==> src/rtl/multi_mode_motion_integrator_macros.svh <==
// ----------------------------------------------------------------------------
// multi_mode_motion_integrator_macros
// assertion helpers shared by the integrator rtl, clocked on clk, reset arst_n
// ----------------------------------------------------------------------------
`ifndef MULTI_MODE_MOTION_INTEGRATOR_MACROS_SVH
`define MULTI_MODE_MOTION_INTEGRATOR_MACROS_SVH

// condition implies consequence in the same cycle
`define MMI_ASSERT_NOW(label, cond, conseq) \
	label: assert property (@(posedge clk) disable iff (!arst_n) (cond) |-> (conseq)) \
		else $error("integrator check failed");

// condition implies consequence in the next cycle
`define MMI_ASSERT_NEXT(label, cond, conseq) \
	label: assert property (@(posedge clk) disable iff (!arst_n) (cond) |=> (conseq)) \
		else $error("integrator check failed");

`endif

==> src/rtl/mmi_pkg.sv <==
// ----------------------------------------------------------------------------
// mmi_pkg
// types, codes and the step sequence table of the motion integrator
// ----------------------------------------------------------------------------
package mmi_pkg;

	// fixed number formats
	localparam int DT_BITS       = 16;
	localparam int GAIN_BITS     = 16;
	localparam int GAIN_FRAC     = 12;
	localparam int GRAVITY_RESET = 5000;
	localparam logic [GAIN_BITS-1:0] DRAG_GAIN_RESET = GAIN_BITS'(10 << GAIN_FRAC);
	localparam int PC_BITS       = 4;

	// register indexes
	localparam logic [1:0] REG_MODE    = 2'd0;
	localparam logic [1:0] REG_GRAVITY = 2'd1;
	localparam logic [1:0] REG_DRAG_EN = 2'd2;
	localparam logic [1:0] REG_GAIN    = 2'd3;

	// scheme codes
	localparam logic [2:0] MODE_FWD_EULER  = 3'd0;
	localparam logic [2:0] MODE_BWD_EULER  = 3'd1;
	localparam logic [2:0] MODE_SYMPLECTIC = 3'd2;
	localparam logic [2:0] MODE_POS_VERLET = 3'd3;
	localparam logic [2:0] MODE_VEL_VERLET = 3'd4;

	// command codes
	localparam logic CMD_TICK = 1'b0;
	localparam logic CMD_LOAD = 1'b1;

	typedef enum logic [2:0] {
		ST_IDLE = 3'b001,
		ST_RUN  = 3'b010,
		ST_DONE = 3'b100
	} state_t;

	typedef enum logic [1:0] {
		OP_ADD,
		OP_SUB,
		OP_MUL
	} op_t;

	typedef enum logic [3:0] {
		SRC_PX,
		SRC_PY,
		SRC_VX,
		SRC_VY,
		SRC_PPX,
		SRC_PPY,
		SRC_ACC,
		SRC_GRAV,
		SRC_T,
		SRC_U,
		SRC_ZERO
	} src_t;

	typedef enum logic [2:0] {
		DST_PX,
		DST_PY,
		DST_VX,
		DST_VY,
		DST_PPX,
		DST_PPY,
		DST_T,
		DST_U
	} dst_t;

	typedef enum logic {
		MB_DT,
		MB_GAIN
	} mulb_t;

	typedef enum logic [1:0] {
		SH_12,
		SH_16,
		SH_17
	} shift_t;

	// one step of the sequence
	typedef struct packed {
		op_t    op;
		src_t   a;
		src_t   b;
		mulb_t  mb;
		shift_t sh;
		dst_t   dst;
		logic   drag_only;
		logic   last;
	} instr_t;

	function automatic logic [4:0] shift_amt(input shift_t sh);
		logic [4:0] amt;
		unique case (sh)
			SH_12:   amt = 5'd12;
			SH_16:   amt = 5'd16;
			SH_17:   amt = 5'd17;
			default: amt = 5'd16;
		endcase
		return amt;
	endfunction

	function automatic instr_t mk_mul(input src_t a, input mulb_t mb, input shift_t sh,
		input dst_t dst, input logic drag_only, input logic last);
		instr_t i;
		i.op        = OP_MUL;
		i.a         = a;
		i.b         = SRC_ZERO;
		i.mb        = mb;
		i.sh        = sh;
		i.dst       = dst;
		i.drag_only = drag_only;
		i.last      = last;
		return i;
	endfunction

	function automatic instr_t mk_alu(input op_t op, input src_t a, input src_t b,
		input dst_t dst, input logic drag_only, input logic last);
		instr_t i;
		i.op        = op;
		i.a         = a;
		i.b         = b;
		i.mb        = MB_DT;
		i.sh        = SH_16;
		i.dst       = dst;
		i.drag_only = drag_only;
		i.last      = last;
		return i;
	endfunction

	// step sequence of each scheme
	function automatic instr_t ucode(input logic [2:0] mode, input logic [PC_BITS-1:0] pc);
		instr_t nop;
		instr_t i;
		nop = mk_alu(OP_ADD, SRC_ZERO, SRC_ZERO, DST_U, 1'b0, 1'b1);
		i   = nop;
		unique case (mode)
			MODE_FWD_EULER: begin
				unique case (pc)
					4'd0:    i = mk_mul(SRC_VX, MB_DT, SH_16, DST_T, 1'b0, 1'b0);
					4'd1:    i = mk_alu(OP_ADD, SRC_PX, SRC_T, DST_PX, 1'b0, 1'b0);
					4'd2:    i = mk_mul(SRC_VY, MB_DT, SH_16, DST_T, 1'b0, 1'b0);
					4'd3:    i = mk_alu(OP_ADD, SRC_PY, SRC_T, DST_PY, 1'b0, 1'b0);
					4'd4:    i = mk_mul(SRC_ACC, MB_DT, SH_16, DST_T, 1'b0, 1'b0);
					4'd5:    i = mk_alu(OP_ADD, SRC_VY, SRC_T, DST_VY, 1'b0, 1'b0);
					4'd6:    i = mk_mul(SRC_VX, MB_DT, SH_16, DST_T, 1'b1, 1'b0);
					4'd7:    i = mk_mul(SRC_T, MB_GAIN, SH_12, DST_T, 1'b1, 1'b0);
					4'd8:    i = mk_alu(OP_SUB, SRC_VX, SRC_T, DST_VX, 1'b1, 1'b1);
					default: i = nop;
				endcase
			end
			MODE_BWD_EULER, MODE_SYMPLECTIC: begin
				unique case (pc)
					4'd0:    i = mk_mul((mode == MODE_BWD_EULER) ? SRC_GRAV : SRC_ACC,
							MB_DT, SH_16, DST_T, 1'b0, 1'b0);
					4'd1:    i = mk_alu(OP_ADD, SRC_VY, SRC_T, DST_VY, 1'b0, 1'b0);
					4'd2:    i = mk_mul(SRC_VX, MB_DT, SH_16, DST_T, 1'b1, 1'b0);
					4'd3:    i = mk_mul(SRC_T, MB_GAIN, SH_12, DST_T, 1'b1, 1'b0);
					4'd4:    i = mk_alu(OP_SUB, SRC_VX, SRC_T, DST_VX, 1'b1, 1'b0);
					4'd5:    i = mk_mul(SRC_VX, MB_DT, SH_16, DST_T, 1'b0, 1'b0);
					4'd6:    i = mk_alu(OP_ADD, SRC_PX, SRC_T, DST_PX, 1'b0, 1'b0);
					4'd7:    i = mk_mul(SRC_VY, MB_DT, SH_16, DST_T, 1'b0, 1'b0);
					4'd8:    i = mk_alu(OP_ADD, SRC_PY, SRC_T, DST_PY, 1'b0, 1'b1);
					default: i = nop;
				endcase
			end
			MODE_POS_VERLET: begin
				unique case (pc)
					4'd0:    i = mk_alu(OP_ADD, SRC_PX, SRC_PX, DST_T, 1'b0, 1'b0);
					4'd1:    i = mk_alu(OP_SUB, SRC_T, SRC_PPX, DST_T, 1'b0, 1'b0);
					4'd2:    i = mk_alu(OP_ADD, SRC_PX, SRC_ZERO, DST_PPX, 1'b0, 1'b0);
					4'd3:    i = mk_alu(OP_ADD, SRC_T, SRC_ZERO, DST_PX, 1'b0, 1'b0);
					4'd4:    i = mk_alu(OP_ADD, SRC_PY, SRC_PY, DST_T, 1'b0, 1'b0);
					4'd5:    i = mk_alu(OP_SUB, SRC_T, SRC_PPY, DST_T, 1'b0, 1'b0);
					4'd6:    i = mk_alu(OP_ADD, SRC_PY, SRC_ZERO, DST_PPY, 1'b0, 1'b0);
					4'd7:    i = mk_mul(SRC_GRAV, MB_DT, SH_16, DST_U, 1'b0, 1'b0);
					4'd8:    i = mk_mul(SRC_U, MB_DT, SH_16, DST_U, 1'b0, 1'b0);
					4'd9:    i = mk_alu(OP_ADD, SRC_T, SRC_U, DST_PY, 1'b0, 1'b1);
					default: i = nop;
				endcase
			end
			MODE_VEL_VERLET: begin
				unique case (pc)
					4'd0:    i = mk_mul(SRC_ACC, MB_DT, SH_17, DST_T, 1'b0, 1'b0);
					4'd1:    i = mk_alu(OP_ADD, SRC_VY, SRC_T, DST_U, 1'b0, 1'b0);
					4'd2:    i = mk_mul(SRC_VX, MB_DT, SH_16, DST_T, 1'b0, 1'b0);
					4'd3:    i = mk_alu(OP_ADD, SRC_PX, SRC_T, DST_PX, 1'b0, 1'b0);
					4'd4:    i = mk_mul(SRC_U, MB_DT, SH_16, DST_T, 1'b0, 1'b0);
					4'd5:    i = mk_alu(OP_ADD, SRC_PY, SRC_T, DST_PY, 1'b0, 1'b0);
					4'd6:    i = mk_mul(SRC_GRAV, MB_DT, SH_16, DST_T, 1'b0, 1'b0);
					4'd7:    i = mk_alu(OP_ADD, SRC_U, SRC_T, DST_VY, 1'b0, 1'b0);
					4'd8:    i = mk_mul(SRC_VX, MB_DT, SH_16, DST_T, 1'b1, 1'b0);
					4'd9:    i = mk_mul(SRC_T, MB_GAIN, SH_12, DST_T, 1'b1, 1'b0);
					4'd10:   i = mk_alu(OP_SUB, SRC_VX, SRC_T, DST_VX, 1'b1, 1'b0);
					4'd11:   i = mk_mul(SRC_VY, MB_DT, SH_16, DST_T, 1'b1, 1'b0);
					4'd12:   i = mk_mul(SRC_T, MB_GAIN, SH_12, DST_T, 1'b1, 1'b0);
					4'd13:   i = mk_alu(OP_SUB, SRC_VY, SRC_T, DST_VY, 1'b1, 1'b1);
					default: i = nop;
				endcase
			end
			default: i = nop;
		endcase
		return i;
	endfunction

endpackage

==> src/rtl/multi_mode_motion_integrator.sv <==
// a load word, or a tick under an unused scheme, skips the steps and goes straight to done
// in a tick each product is registered before write back; an add or a skipped drag step is not
// a new word waits until the last one is done; one shared multiply and add unit runs every step
// the next word is taken while a finished result still waits at the output register
// reset clears position, velocity, prior position and acceleration, and loads register defaults
// ----------------------------------------------------------------------------
// multi_mode_motion_integrator
// two-dimensional point integrator (euler and verlet schemes) in signed fixed point,
// one shared saturating multiply and add unit stepped by a small sequencer
// ----------------------------------------------------------------------------
`include "multi_mode_motion_integrator_macros.svh"

module multi_mode_motion_integrator #(
	parameter int VALUE_WIDTH = 32,
	parameter int FRAC_BITS   = 12
) (
	input  logic                                 clk,
	input  logic                                 arst_n,
	// configuration writes
	input  logic                                 cfg_wr_en,
	input  logic [1:0]                           cfg_index,
	input  logic [VALUE_WIDTH-1:0]               cfg_data,
	// input words
	input  logic                                 in_valid,
	output logic                                 in_stall,
	input  logic                                 cmd,
	input  logic [mmi_pkg::DT_BITS-1:0]          frame_time,
	input  logic signed [VALUE_WIDTH-1:0]        load_pos_x,
	input  logic signed [VALUE_WIDTH-1:0]        load_pos_y,
	input  logic signed [VALUE_WIDTH-1:0]        load_vel_x,
	input  logic signed [VALUE_WIDTH-1:0]        load_vel_y,
	// result words
	output logic                                 out_valid,
	input  logic                                 out_stall,
	output logic signed [VALUE_WIDTH-1:0]        pos_x,
	output logic signed [VALUE_WIDTH-1:0]        pos_y,
	output logic signed [VALUE_WIDTH-1:0]        vel_x,
	output logic signed [VALUE_WIDTH-1:0]        vel_y,
	output logic                                 saturated
);

	localparam int VW = VALUE_WIDTH;
	localparam int PW = VW + mmi_pkg::DT_BITS;
	localparam logic [VW-1:0] VMIN = {1'b1, {(VW-1){1'b0}}};
	localparam logic [VW-1:0] VMAX = {1'b0, {(VW-1){1'b1}}};
	localparam logic [PW:0] NEG_LIM = {{(PW+1-VW){1'b0}}, 1'b1, {(VW-1){1'b0}}};
	localparam logic [PW:0] POS_LIM = NEG_LIM - 1'b1;
	localparam logic [VW-1:0] GRAV_RESET = VW'(64'(mmi_pkg::GRAVITY_RESET) << FRAC_BITS);

	// configuration registers
	logic [2:0]                        mode_q;
	logic [VW-1:0]                     grav_q;
	logic                              drag_en_q;
	logic [mmi_pkg::GAIN_BITS-1:0]     gain_q;

	// integrator state
	logic [VW-1:0] px_q, py_q, vx_q, vy_q, ppx_q, ppy_q, acc_q;
	logic [VW-1:0] t_q, u_q;

	// sequencer
	mmi_pkg::state_t               state_q;
	logic [mmi_pkg::PC_BITS-1:0]   pc_q;
	logic                          phase_q;
	logic                          clip_q;
	logic [mmi_pkg::DT_BITS-1:0]   dt_q;

	// shared unit
	logic [PW-1:0] prod_q;
	logic          neg_q;

	// output register
	logic          out_valid_q;
	logic [VW-1:0] pos_x_q, pos_y_q, vel_x_q, vel_y_q;
	logic          sat_q;

	mmi_pkg::instr_t instr;
	logic [VW-1:0]   a_val, b_val, mag;
	logic [mmi_pkg::DT_BITS-1:0] mul_b;
	logic [PW:0]     half, rnd, rmag;
	logic [4:0]      amt;
	logic [VW:0]     sum;
	logic [VW-1:0]   mul_res, alu_res, wb_val;
	logic            mul_clip, alu_clip, wb_clip;
	logic            in_acc, skip, wb_en, advance, out_free;

	assign in_stall = (state_q != mmi_pkg::ST_IDLE);
	assign in_acc   = in_valid && !in_stall;
	assign out_free = !out_valid_q || !out_stall;

	// step decode
	assign instr   = mmi_pkg::ucode(mode_q, pc_q);
	assign skip    = instr.drag_only && !drag_en_q;
	assign wb_en   = (state_q == mmi_pkg::ST_RUN) && !skip
		&& ((instr.op != mmi_pkg::OP_MUL) || phase_q);
	assign advance = (state_q == mmi_pkg::ST_RUN) && (skip || wb_en);

	// operand select
	function automatic logic [VW-1:0] pick(input mmi_pkg::src_t s,
		input logic [VW-1:0] px, input logic [VW-1:0] py, input logic [VW-1:0] vx,
		input logic [VW-1:0] vy, input logic [VW-1:0] ppx, input logic [VW-1:0] ppy,
		input logic [VW-1:0] acc, input logic [VW-1:0] grav, input logic [VW-1:0] t,
		input logic [VW-1:0] u);
		logic [VW-1:0] r;
		unique case (s)
			mmi_pkg::SRC_PX:   r = px;
			mmi_pkg::SRC_PY:   r = py;
			mmi_pkg::SRC_VX:   r = vx;
			mmi_pkg::SRC_VY:   r = vy;
			mmi_pkg::SRC_PPX:  r = ppx;
			mmi_pkg::SRC_PPY:  r = ppy;
			mmi_pkg::SRC_ACC:  r = acc;
			mmi_pkg::SRC_GRAV: r = grav;
			mmi_pkg::SRC_T:    r = t;
			mmi_pkg::SRC_U:    r = u;
			default:           r = '0;
		endcase
		return r;
	endfunction

	assign a_val = pick(instr.a, px_q, py_q, vx_q, vy_q, ppx_q, ppy_q, acc_q, grav_q, t_q, u_q);
	assign b_val = pick(instr.b, px_q, py_q, vx_q, vy_q, ppx_q, ppy_q, acc_q, grav_q, t_q, u_q);
	assign mul_b = (instr.mb == mmi_pkg::MB_GAIN) ? gain_q : dt_q;
	assign mag   = a_val[VW-1] ? (~a_val + VW'(1)) : a_val;

	// product register, first half of a multiply step
	always_ff @(posedge clk) begin
		if ((state_q == mmi_pkg::ST_RUN) && (instr.op == mmi_pkg::OP_MUL) && !phase_q) begin
			prod_q <= PW'(mag) * PW'(mul_b);
			neg_q  <= a_val[VW-1];
		end
	end

	// round half away from zero on the magnitude, then saturate
	always_comb begin
		amt  = mmi_pkg::shift_amt(instr.sh);
		half = (PW+1)'(1) << (amt - 5'd1);
		rnd  = {1'b0, prod_q} + half;
		rmag = rnd >> amt;
		mul_clip = 1'b0;
		if (neg_q) begin
			if (rmag > NEG_LIM) begin
				mul_clip = 1'b1;
				mul_res  = VMIN;
			end else begin
				mul_res = ~rmag[VW-1:0] + VW'(1);
			end
		end else begin
			if (rmag > POS_LIM) begin
				mul_clip = 1'b1;
				mul_res  = VMAX;
			end else begin
				mul_res = rmag[VW-1:0];
			end
		end
	end

	// saturating add and subtract
	always_comb begin
		if (instr.op == mmi_pkg::OP_SUB) begin
			sum = {a_val[VW-1], a_val} - {b_val[VW-1], b_val};
		end else begin
			sum = {a_val[VW-1], a_val} + {b_val[VW-1], b_val};
		end
		alu_clip = sum[VW] ^ sum[VW-1];
		if (alu_clip) begin
			alu_res = sum[VW] ? VMIN : VMAX;
		end else begin
			alu_res = sum[VW-1:0];
		end
	end

	assign wb_val  = (instr.op == mmi_pkg::OP_MUL) ? mul_res : alu_res;
	assign wb_clip = (instr.op == mmi_pkg::OP_MUL) ? mul_clip : alu_clip;

	// configuration and integrator state
	always_ff @(posedge clk or negedge arst_n) begin
		if (!arst_n) begin
			mode_q    <= mmi_pkg::MODE_FWD_EULER;
			grav_q    <= GRAV_RESET;
			drag_en_q <= 1'b1;
			gain_q    <= mmi_pkg::DRAG_GAIN_RESET;
			px_q      <= '0;
			py_q      <= '0;
			vx_q      <= '0;
			vy_q      <= '0;
			ppx_q     <= '0;
			ppy_q     <= '0;
			acc_q     <= '0;
		end else begin
			if (cfg_wr_en) begin
				unique case (cfg_index)
					mmi_pkg::REG_MODE:    mode_q    <= cfg_data[2:0];
					mmi_pkg::REG_GRAVITY: grav_q    <= cfg_data;
					mmi_pkg::REG_DRAG_EN: drag_en_q <= cfg_data[0];
					mmi_pkg::REG_GAIN:    gain_q    <= cfg_data[mmi_pkg::GAIN_BITS-1:0];
					default: ;
				endcase
			end
			// load word sets position, velocity and prior position
			if (in_acc && (cmd == mmi_pkg::CMD_LOAD)) begin
				px_q  <= load_pos_x;
				py_q  <= load_pos_y;
				vx_q  <= load_vel_x;
				vy_q  <= load_vel_y;
				ppx_q <= load_pos_x;
				ppy_q <= load_pos_y;
			end
			// step write back
			if (wb_en) begin
				unique case (instr.dst)
					mmi_pkg::DST_PX:  px_q  <= wb_val;
					mmi_pkg::DST_PY:  py_q  <= wb_val;
					mmi_pkg::DST_VX:  vx_q  <= wb_val;
					mmi_pkg::DST_VY:  vy_q  <= wb_val;
					mmi_pkg::DST_PPX: ppx_q <= wb_val;
					mmi_pkg::DST_PPY: ppy_q <= wb_val;
					default: ;
				endcase
			end
			// acceleration takes gravity once the scheme is done
			if (advance && instr.last) begin
				acc_q <= grav_q;
			end
		end
	end

	// scratch registers
	always_ff @(posedge clk) begin
		if (wb_en && (instr.dst == mmi_pkg::DST_T)) begin
			t_q <= wb_val;
		end
		if (wb_en && (instr.dst == mmi_pkg::DST_U)) begin
			u_q <= wb_val;
		end
		if (in_acc) begin
			dt_q <= frame_time;
		end
	end

	// sequencer
	always_ff @(posedge clk or negedge arst_n) begin
		if (!arst_n) begin
			state_q <= mmi_pkg::ST_IDLE;
			pc_q    <= '0;
			phase_q <= 1'b0;
			clip_q  <= 1'b0;
		end else begin
			unique case (state_q)
				mmi_pkg::ST_IDLE: begin
					if (in_acc) begin
						pc_q    <= '0;
						phase_q <= 1'b0;
						clip_q  <= 1'b0;
						if ((cmd == mmi_pkg::CMD_TICK) && (mode_q <= mmi_pkg::MODE_VEL_VERLET)) begin
							state_q <= mmi_pkg::ST_RUN;
						end else begin
							state_q <= mmi_pkg::ST_DONE;
						end
					end
				end
				mmi_pkg::ST_RUN: begin
					if (wb_en) begin
						clip_q <= clip_q | wb_clip;
					end
					if (advance) begin
						phase_q <= 1'b0;
						pc_q    <= pc_q + 1'b1;
						if (instr.last) begin
							state_q <= mmi_pkg::ST_DONE;
						end
					end else begin
						phase_q <= 1'b1;
					end
				end
				mmi_pkg::ST_DONE: begin
					if (out_free) begin
						state_q <= mmi_pkg::ST_IDLE;
					end
				end
				default: state_q <= mmi_pkg::ST_IDLE;
			endcase
		end
	end

	// output word valid
	always_ff @(posedge clk or negedge arst_n) begin
		if (!arst_n) begin
			out_valid_q <= 1'b0;
		end else if ((state_q == mmi_pkg::ST_DONE) && out_free) begin
			out_valid_q <= 1'b1;
		end else if (out_valid_q && !out_stall) begin
			out_valid_q <= 1'b0;
		end
	end

	// output word payload
	always_ff @(posedge clk) begin
		if ((state_q == mmi_pkg::ST_DONE) && out_free) begin
			pos_x_q <= px_q;
			pos_y_q <= py_q;
			vel_x_q <= vx_q;
			vel_y_q <= vy_q;
			sat_q   <= clip_q;
		end
	end

	assign out_valid = out_valid_q;
	assign pos_x     = pos_x_q;
	assign pos_y     = pos_y_q;
	assign vel_x     = vel_x_q;
	assign vel_y     = vel_y_q;
	assign saturated = sat_q;

	// checks
	`MMI_ASSERT_NEXT(a_accept_leaves_idle, in_acc, state_q != mmi_pkg::ST_IDLE)
	`MMI_ASSERT_NEXT(a_done_gives_word, (state_q == mmi_pkg::ST_DONE) && out_free, out_valid_q)
	`MMI_ASSERT_NOW(a_phase_only_in_run, phase_q, state_q == mmi_pkg::ST_RUN)
	`MMI_ASSERT_NOW(a_phase_only_on_mul, phase_q, instr.op == mmi_pkg::OP_MUL)

endmodule

==> config.mk <==
export PLATFORM = sky130hd
export DESIGN_NAME = multi_mode_motion_integrator
export DESIGN_NICKNAME = d
export VERILOG_FILES = /design/src/rtl/mmi_pkg.sv /design/src/rtl/multi_mode_motion_integrator.sv
export VERILOG_INCLUDE_DIRS = /design/src /design/src/rtl
export SDC_FILE = /design/constraint.sdc
export NUM_CORES = 2
export LEC_CHECK = 0
export ABC_AREA = 1
export BUFFER_PORTS_ARGS = -buffer_cell sky130_fd_sc_hd__buf_2
export CORE_ASPECT_RATIO = 0.75
export CORE_UTILIZATION = 40
export DETAILED_ROUTE_END_ITERATION = 7
export SYNTH_ARGS = -nofsm -noshare
export SYNTH_HDL_FRONTEND = slang
export SYNTH_SLANG_ARGS = --single-unit
==> constraint.sdc <==
create_clock -name clk -period 18.83 [get_ports clk]
set_input_delay 1.883 -clock clk [delete_from_list [all_inputs] [get_ports clk]]
set_output_delay 1.883 -clock clk [all_outputs]
set_load 0.02 [all_outputs]
Word level (Yosys, flattened, before mapping)
Memory sizes are Yosys's and may differ from the RTL's.
Index checks and enable logic that the tools add are counted.
{"block": "word_totals", "register_bits": 544, "romBits": 688, "memories": 3, "output_inout_bits": 131, "elab_cells": 194, "inputBits": 184}
{"name": "(no name shown)", "depth": 16, "word_bits": 15, "rd": 1, "rd_clocked_by_memory_dff": 0, "wr": 0, "line": "mmi_pkg.sv:183", "rtl": "unique case (pc)"}
{"name": "(no name shown)", "depth": 16, "word_bits": 14, "rd": 1, "rd_clocked_by_memory_dff": 0, "wr": 0, "line": "mmi_pkg.sv:139", "rtl": "unique case (pc)"}
{"name": "(no name shown)", "depth": 16, "word_bits": 14, "rd": 1, "rd_clocked_by_memory_dff": 0, "wr": 0, "line": "mmi_pkg.sv:168", "rtl": "unique case (pc)"}
{"block": "classes", "eq_ne": 53, "n_mux": 53, "magnitude_cmp": 3, "n_addsub": 7, "n_reduce_logical": 41, "mul": 1, "bitwise_logic": 5, "shifts": 2}
{"operator": "32-bit two-way mux", "n": 25}
{"operator": "32-bit case mux with 10 select lines", "n": 2}
{"operator": "18-bit case mux with 9 select lines", "n": 1}
{"operator": "18-bit case mux with 4 select lines", "n": 1}
{"operator": "32-bit by 1-bit adder with 32-bit output (second input constant)", "n": 2}
{"operator": "32-bit NOT", "n": 2}
{"operator": "48-bit by 49-bit adder with 49-bit output", "n": 1}
{"operator": "49-bit by 31-bit greater-than comparator with 1-bit output (second input constant)", "n": 1}
{"operator": "49-bit by 32-bit greater-than comparator with 1-bit output (second input constant)", "n": 1}
{"operator": "1-bit by 5-bit << shifter with 49-bit output (first input constant)", "n": 1}
{"operator": "49-bit by 5-bit >> shifter with 49-bit output", "n": 1}
{"operator": "4-bit by 3-bit equality test with 1-bit output (second input constant)", "n": 12}
{"operator": "32-bit by 16-bit multiplier with 48-bit output", "n": 1}
{"operator": "32-bit by 32-bit adder with 33-bit output", "n": 1}
{"operator": "33-bit two-way mux", "n": 1}
{"operator": "32-bit by 32-bit subtractor with 33-bit output", "n": 1}
{"operator": "4-bit by 2-bit equality test with 1-bit output (second input constant)", "n": 6}
{"operator": "4-bit equality test (second input constant)", "n": 5}
{"operator": "3-bit equality test (second input constant)", "n": 6}
{"operator": "16-bit two-way mux", "n": 1}
{"operator": "3-bit by 2-bit equality test with 1-bit output (second input constant)", "n": 5}
{"operator": "3-bit two-way mux", "n": 5}
{"operator": "1-bit logical AND", "n": 14}
{"operator": "4-bit by 1-bit equality test with 1-bit output (second input constant)", "n": 3}
{"operator": "27 further kinds", "n": 66}

Longest topological paths before layout
{"block": "depth", "word_depth": 17, "ltp_mapped": 54, "depth_no_buf": 53}

Worst setup path before layout
OpenSTA, ideal clock, no wires.
{"block": "synth_timing", "path_kind": "register to register", "start": "register pc_q[0] in the netlist's numbering", "end": "register prod_q[42] (data pin)", "slack_ns": 9.503, "path_stages_with_launch": 49, "required_ns": 18.565, "t_arrival_ns": 9.062, "n_path_buf": 1, "period_less_slack_ns": 9.327, "setup_time_ns": 0.265, "cell_sequence": "dfrtp_1 -> ha_1 -> ha_1 -> or2_2 -> nand3_1 -> nand3_1 -> nor2_1 -> nand2_2 -> nand2_1 -> nor2_2 -> buf_2 -> nand2_1 -> o21ai_1 -> nor2_1 -> o211ai_1 -> nor2_1 -> ha_1 -> inv_1 -> [13 not listed] -> fa_1 -> fa_1 -> inv_1 -> fa_1 -> fa_1 -> inv_1 -> ha_1 -> a21oi_1 -> o21ai_0 -> a21oi_1 -> o21bai_1 -> a21boi_0 -> o21ai_0 -> a21boi_0 -> o21ai_0 -> a21boi_0 -> o21ai_0 -> xor2_1"}
{"block": "synth_between", "elab_chain_len": 9, "elab_cells_between_ends": 30, "cone_classes": "add/sub (1); mul (1); eq/ne (17); mux (5); bitwise (1); reduce/logical (2); memory (3)"}
{"element": "from (decl)", "line": "multi_mode_motion_integrator.sv:62", "rtl": "logic [mmi_pkg::PC_BITS-1:0] pc_q;"}
{"element": "from (signal assigned)", "line": "multi_mode_motion_integrator.sv:267", "rtl": "pc_q <= pc_q + 1'b1;"}
{"element": "4-bit equality test (tied with other cells)", "line": "mmi_pkg.sv:153", "rtl": "unique case (pc)"}
{"element": "18-bit case mux with 9 select lines", "line": "mmi_pkg.sv:153"}
{"element": "18-bit case mux with 4 select lines (*)", "line": "mmi_pkg.sv:137", "rtl": "unique case (mode)"}
{"element": "4-bit equality test (tied with other cells)", "line": "multi_mode_motion_integrator.sv:104", "rtl": "unique case (s)"}
{"element": "32-bit case mux with 10 select lines", "line": "multi_mode_motion_integrator.sv:104"}
{"element": "32-bit NOT", "line": "multi_mode_motion_integrator.sv:123", "rtl": "assign mag = a_val[VW-1] ? (~a_val + VW'(1)) : a_val;"}
{"element": "32-bit by 1-bit adder with 32-bit output", "line": "multi_mode_motion_integrator.sv:123"}
{"element": "32-bit two-way mux", "line": "multi_mode_motion_integrator.sv:123"}
{"element": "32-bit by 16-bit multiplier with 48-bit output (*)", "line": "multi_mode_motion_integrator.sv:128", "rtl": "prod_q <= PW'(mag) * PW'(mul_b);"}
{"element": "to (signal assigned)", "line": "multi_mode_motion_integrator.sv:128"}
{"element": "to (decl)", "line": "multi_mode_motion_integrator.sv:68", "rtl": "logic [PW-1:0] prod_q;"}
Mark *: on every way between the ends. The rest lies on a longest branch, timed or not.
A chain may end at the register's enable or synchronous reset.

Worst setup path in the final report
{"block": "layout_timing", "start": "register pc_q[3] in the netlist's numbering", "end": "register prod_q[40] (data pin)"}
The elaborated chain is that of the path after synthesis.

==> run summary <==
The total of endpoints with negative setup slack in the final report is 0. The worst setup path is launched from a flip-flop. The number of core rows is 112.

Of the total synthesized cell area, the portion taken by AND, OR, NAND and NOR gates is 0.267. For this run, the post-layout net count is 7693. The flow ran to the end, and the final reports show no timing, DRC or antenna violations.

By area, the combinational part of the netlist is dominated by simple AND/OR/NAND/NOR gates. By instance count, the cell type seen most on the critical path is inv_1. The maximum fanout along the worst path is 41. Among all flip-flop cells after synthesis, the most frequent one is dfrtp_1. The growth of design area from synthesis to finish is 10.2%.

The buffer count from post-CTS setup fixing is 0. The H-tree was split into 2 levels. The post-place setup slack came out at 6690 ps.

The fraction of layout cells with a size suffix above 1 is 0.0969. The worst-margin pin slew is 1170 ps. For this run, the total global-route usage over all layers was measured as 0.307. The total congestion overflow after global routing is 0.

The critical path starts at pc_q[3]. After routing, the total negative slack on setup checks comes to 0 ps. The number of hold violations in the final report is 0. The largest individual stage delay along the critical path comes from the cell dfrtp_1. The shortest period the worst path allows is 12420 ps. The final route contains 47900 vias. The max-cap check violation count came out at 0.

Once layout is complete, the utilization of the core stands at 0.445. From bottom edge to top edge, the die measures 309 um. The routed length per placed instance came out at 23.1 um. The clock transition time at the flip-flop clock pins of the worst setup and hold paths is 70 ps. The full die area is 127000 um2. The placeable core area is 125000 um2.

The latest clock arrival within the worst-skew pair is 670 ps. Gates resized during post-CTS repair numbered 0. The number of pins exceeding their max-slew limit in the final report came out at 0. The flop and latch count out of synthesis came out at 543. The via count of the first global-routing pass came to 44600. Static timing analysis puts the maximum clock frequency at 80.5 MHz. The total of hold buffers inserted after clock tree synthesis is 0. The first-pass GRT wire length came out at 293000 um. The number of primary I/O pins is 315. Buffers inserted during clock tree synthesis total 57.

The post-synthesis compound-gate area fraction came out at 0.100. The number of buffers on the longest clock path came out at 3. The synthesized netlist occupies a cell area of 50400 um2.

The longest individual stage delay on the worst path came out at 990 ps. In this run the critical register-to-register path is launched from pc_q[3]. The number of buffer cells added on primary ports is 314. The number of antenna violations at the first check in global routing is 9.

Setup repair after global routing left no endpoint under its margin. The number of detailed-routing iterations run before antenna repair came out at 8. Of the total synthesized cell area, the portion taken by XOR and XNOR cells is 0.0222. Together, buffers and inverters on the worst path number 10. The HPWL after detailed placement came out at 159000 um. The clock net in this run drives a total of 543 sinks. The post-synthesis cell count is 6710. The final layout contains routed wiring with a total length of 199000 um.

The data required time at the worst endpoint is 19220 ps. The horizontal die dimension came out at 412 um. Leaving out fill and tap cells, the most frequent cells in the layout are nand2_1, inv_1, nor2_1. The arrival time at the worst endpoint is 12820 ps. The share of the Yosys chip area taken by registers is 0.295.

The class of the tightest hold or removal check is reg -> reg. TritonCTS built the clock tree. The congestion estimate from routability-driven global placement came to 1.04. The adder and majority cell fraction of the synthesized area came out at 0.211.

STA classifies the critical path endpoint as a flip-flop. The largest net degree at the start of global routing came out at 140. The DRC violation count after routing came out at 0. In this design, the largest share of critical-path delay is due to adder cells. The startpoint identified for the worst hold timing path is px_q[26].

In the post-route analysis, the smallest setup slack over all paths is 6410 ps. The fraction of synthesized area in multiplexers came out at 0.000670. The number of nets with antenna violations after detailed routing came out at 0. The number of enable flip-flop cells after synthesis is 257. The count of yosys warnings during synthesis came out at 0. The share of the clock period used by the worst path came out at 0.660.

After detailed routing, the number of vias per cell comes to 5.56. The worst clock skew came out at 59.5 ps. The worst max-slew margin expressed relative to the limit is 0.218. Leaving out fill and tap cells, the most frequent cell in the layout is nand2_1. By startpoint and endpoint, the worst setup path is classified as reg -> reg. The share of async-settable or async-resettable flops after synthesis came out at 0.527. The starting utilization of the core area is 0.404. The number of library cell types mapped by synthesis is 66. The root buffer cell is clkbuf_16. The initial DRC count is 6124. Dividing the synthesized area by the synthesized cell count gives 7.51 um2.
[metal layers]
metal,vias up,share of wire,track usage
li1,21700,-,-
met1,23500,0.45,0.469
met2,2489,0.40,0.427
met3,219,0.13,0.0907
met4,12,0.017,0.0544
met5,-,0.00040,0
[logic make-up after synthesis]
logic type               Yosys count
XOR/XNOR                         127
AND/OR/NAND/NOR                 3188
other                              1
AO/OA/AOI/OAI                    943
buffers and inverters           1305
adder cells (fa/ha/maj)          600
multiplexers                       3
flip-flops                       543
[state kept, by name, summed over array words and instances (netlist names), 3 cells and up]
register  flops
pos_y        32
mode_q        3
ppx_q        32
state_q       3
py_q         32
prod_q       47
vx_q         32
pc_q          4
ppy_q        32
vel_x        32
px_q         32
t_q          32
dt_q         16
acc_q        32
vy_q         32
vel_y        32
grav_q       32
gain_q       16
pos_x        32
u_q          32
[final timing paths]
kind                                    to  depth (start not counted)  slack (ps)
worst min-delay path             pos_x[26]                          0         450
worst min register to register   pos_x[26]                          0         450
worst max-delay path            prod_q[40]                         42        6410
worst max register to register  prod_q[40]                         42        6410
min in group asynchronous          pc_q[0]                          1        1200
max in group asynchronous         acc_q[3]                          3       15140
[cells in the mapped netlist, types with 44 or more instances]
master | instances | area (um2)
nand2_1 | 1622 | 6090
inv_1 | 1020 | 3830
nor2_1 | 779 | 2920
nand3_1 | 524 | 2620
a21oi_1 | 447 | 2240
fa_1 | 419 | 8390
o21ai_0 | 325 | 1630
dfrtp_1 | 277 | 6930
edfxtp_1 | 257 | 7720
ha_1 | 181 | 2260
clkbuf_1 | 165 | 619
xor2_1 | 82 | 718
nand4_1 | 65 | 407
nand2_2 | 58 | 363
xnor2_1 | 44 | 385
[per-stage QoR]
step                      instance area, um2  std cells  hold WS [ps]
after global routing                   55500       8611           457
after CTS                              55500       8611           448
final                                  55500       8613           448
after floorplan                        50400       6722           425
after global placement                 53500       8503           431
after detailed placement               53500       8503           431
[cell type report]
cell class                      instances  area, um2
Inverter                             1049       3940
Multi-Input combinational cell       4874      30500
Timing Repair Buffer                  384       2120
Tap cell                             1653       2070
Clock buffer                           75       1580
Clock inverter                         33        409
Sequential cell                       543      14900
Fill cell                           12800      69200
Antenna cell                            2       5.00
Power is left out: the tool's default activity adds up to more than one toggle a clock period on the data nets, which glitch-free logic cannot reach.
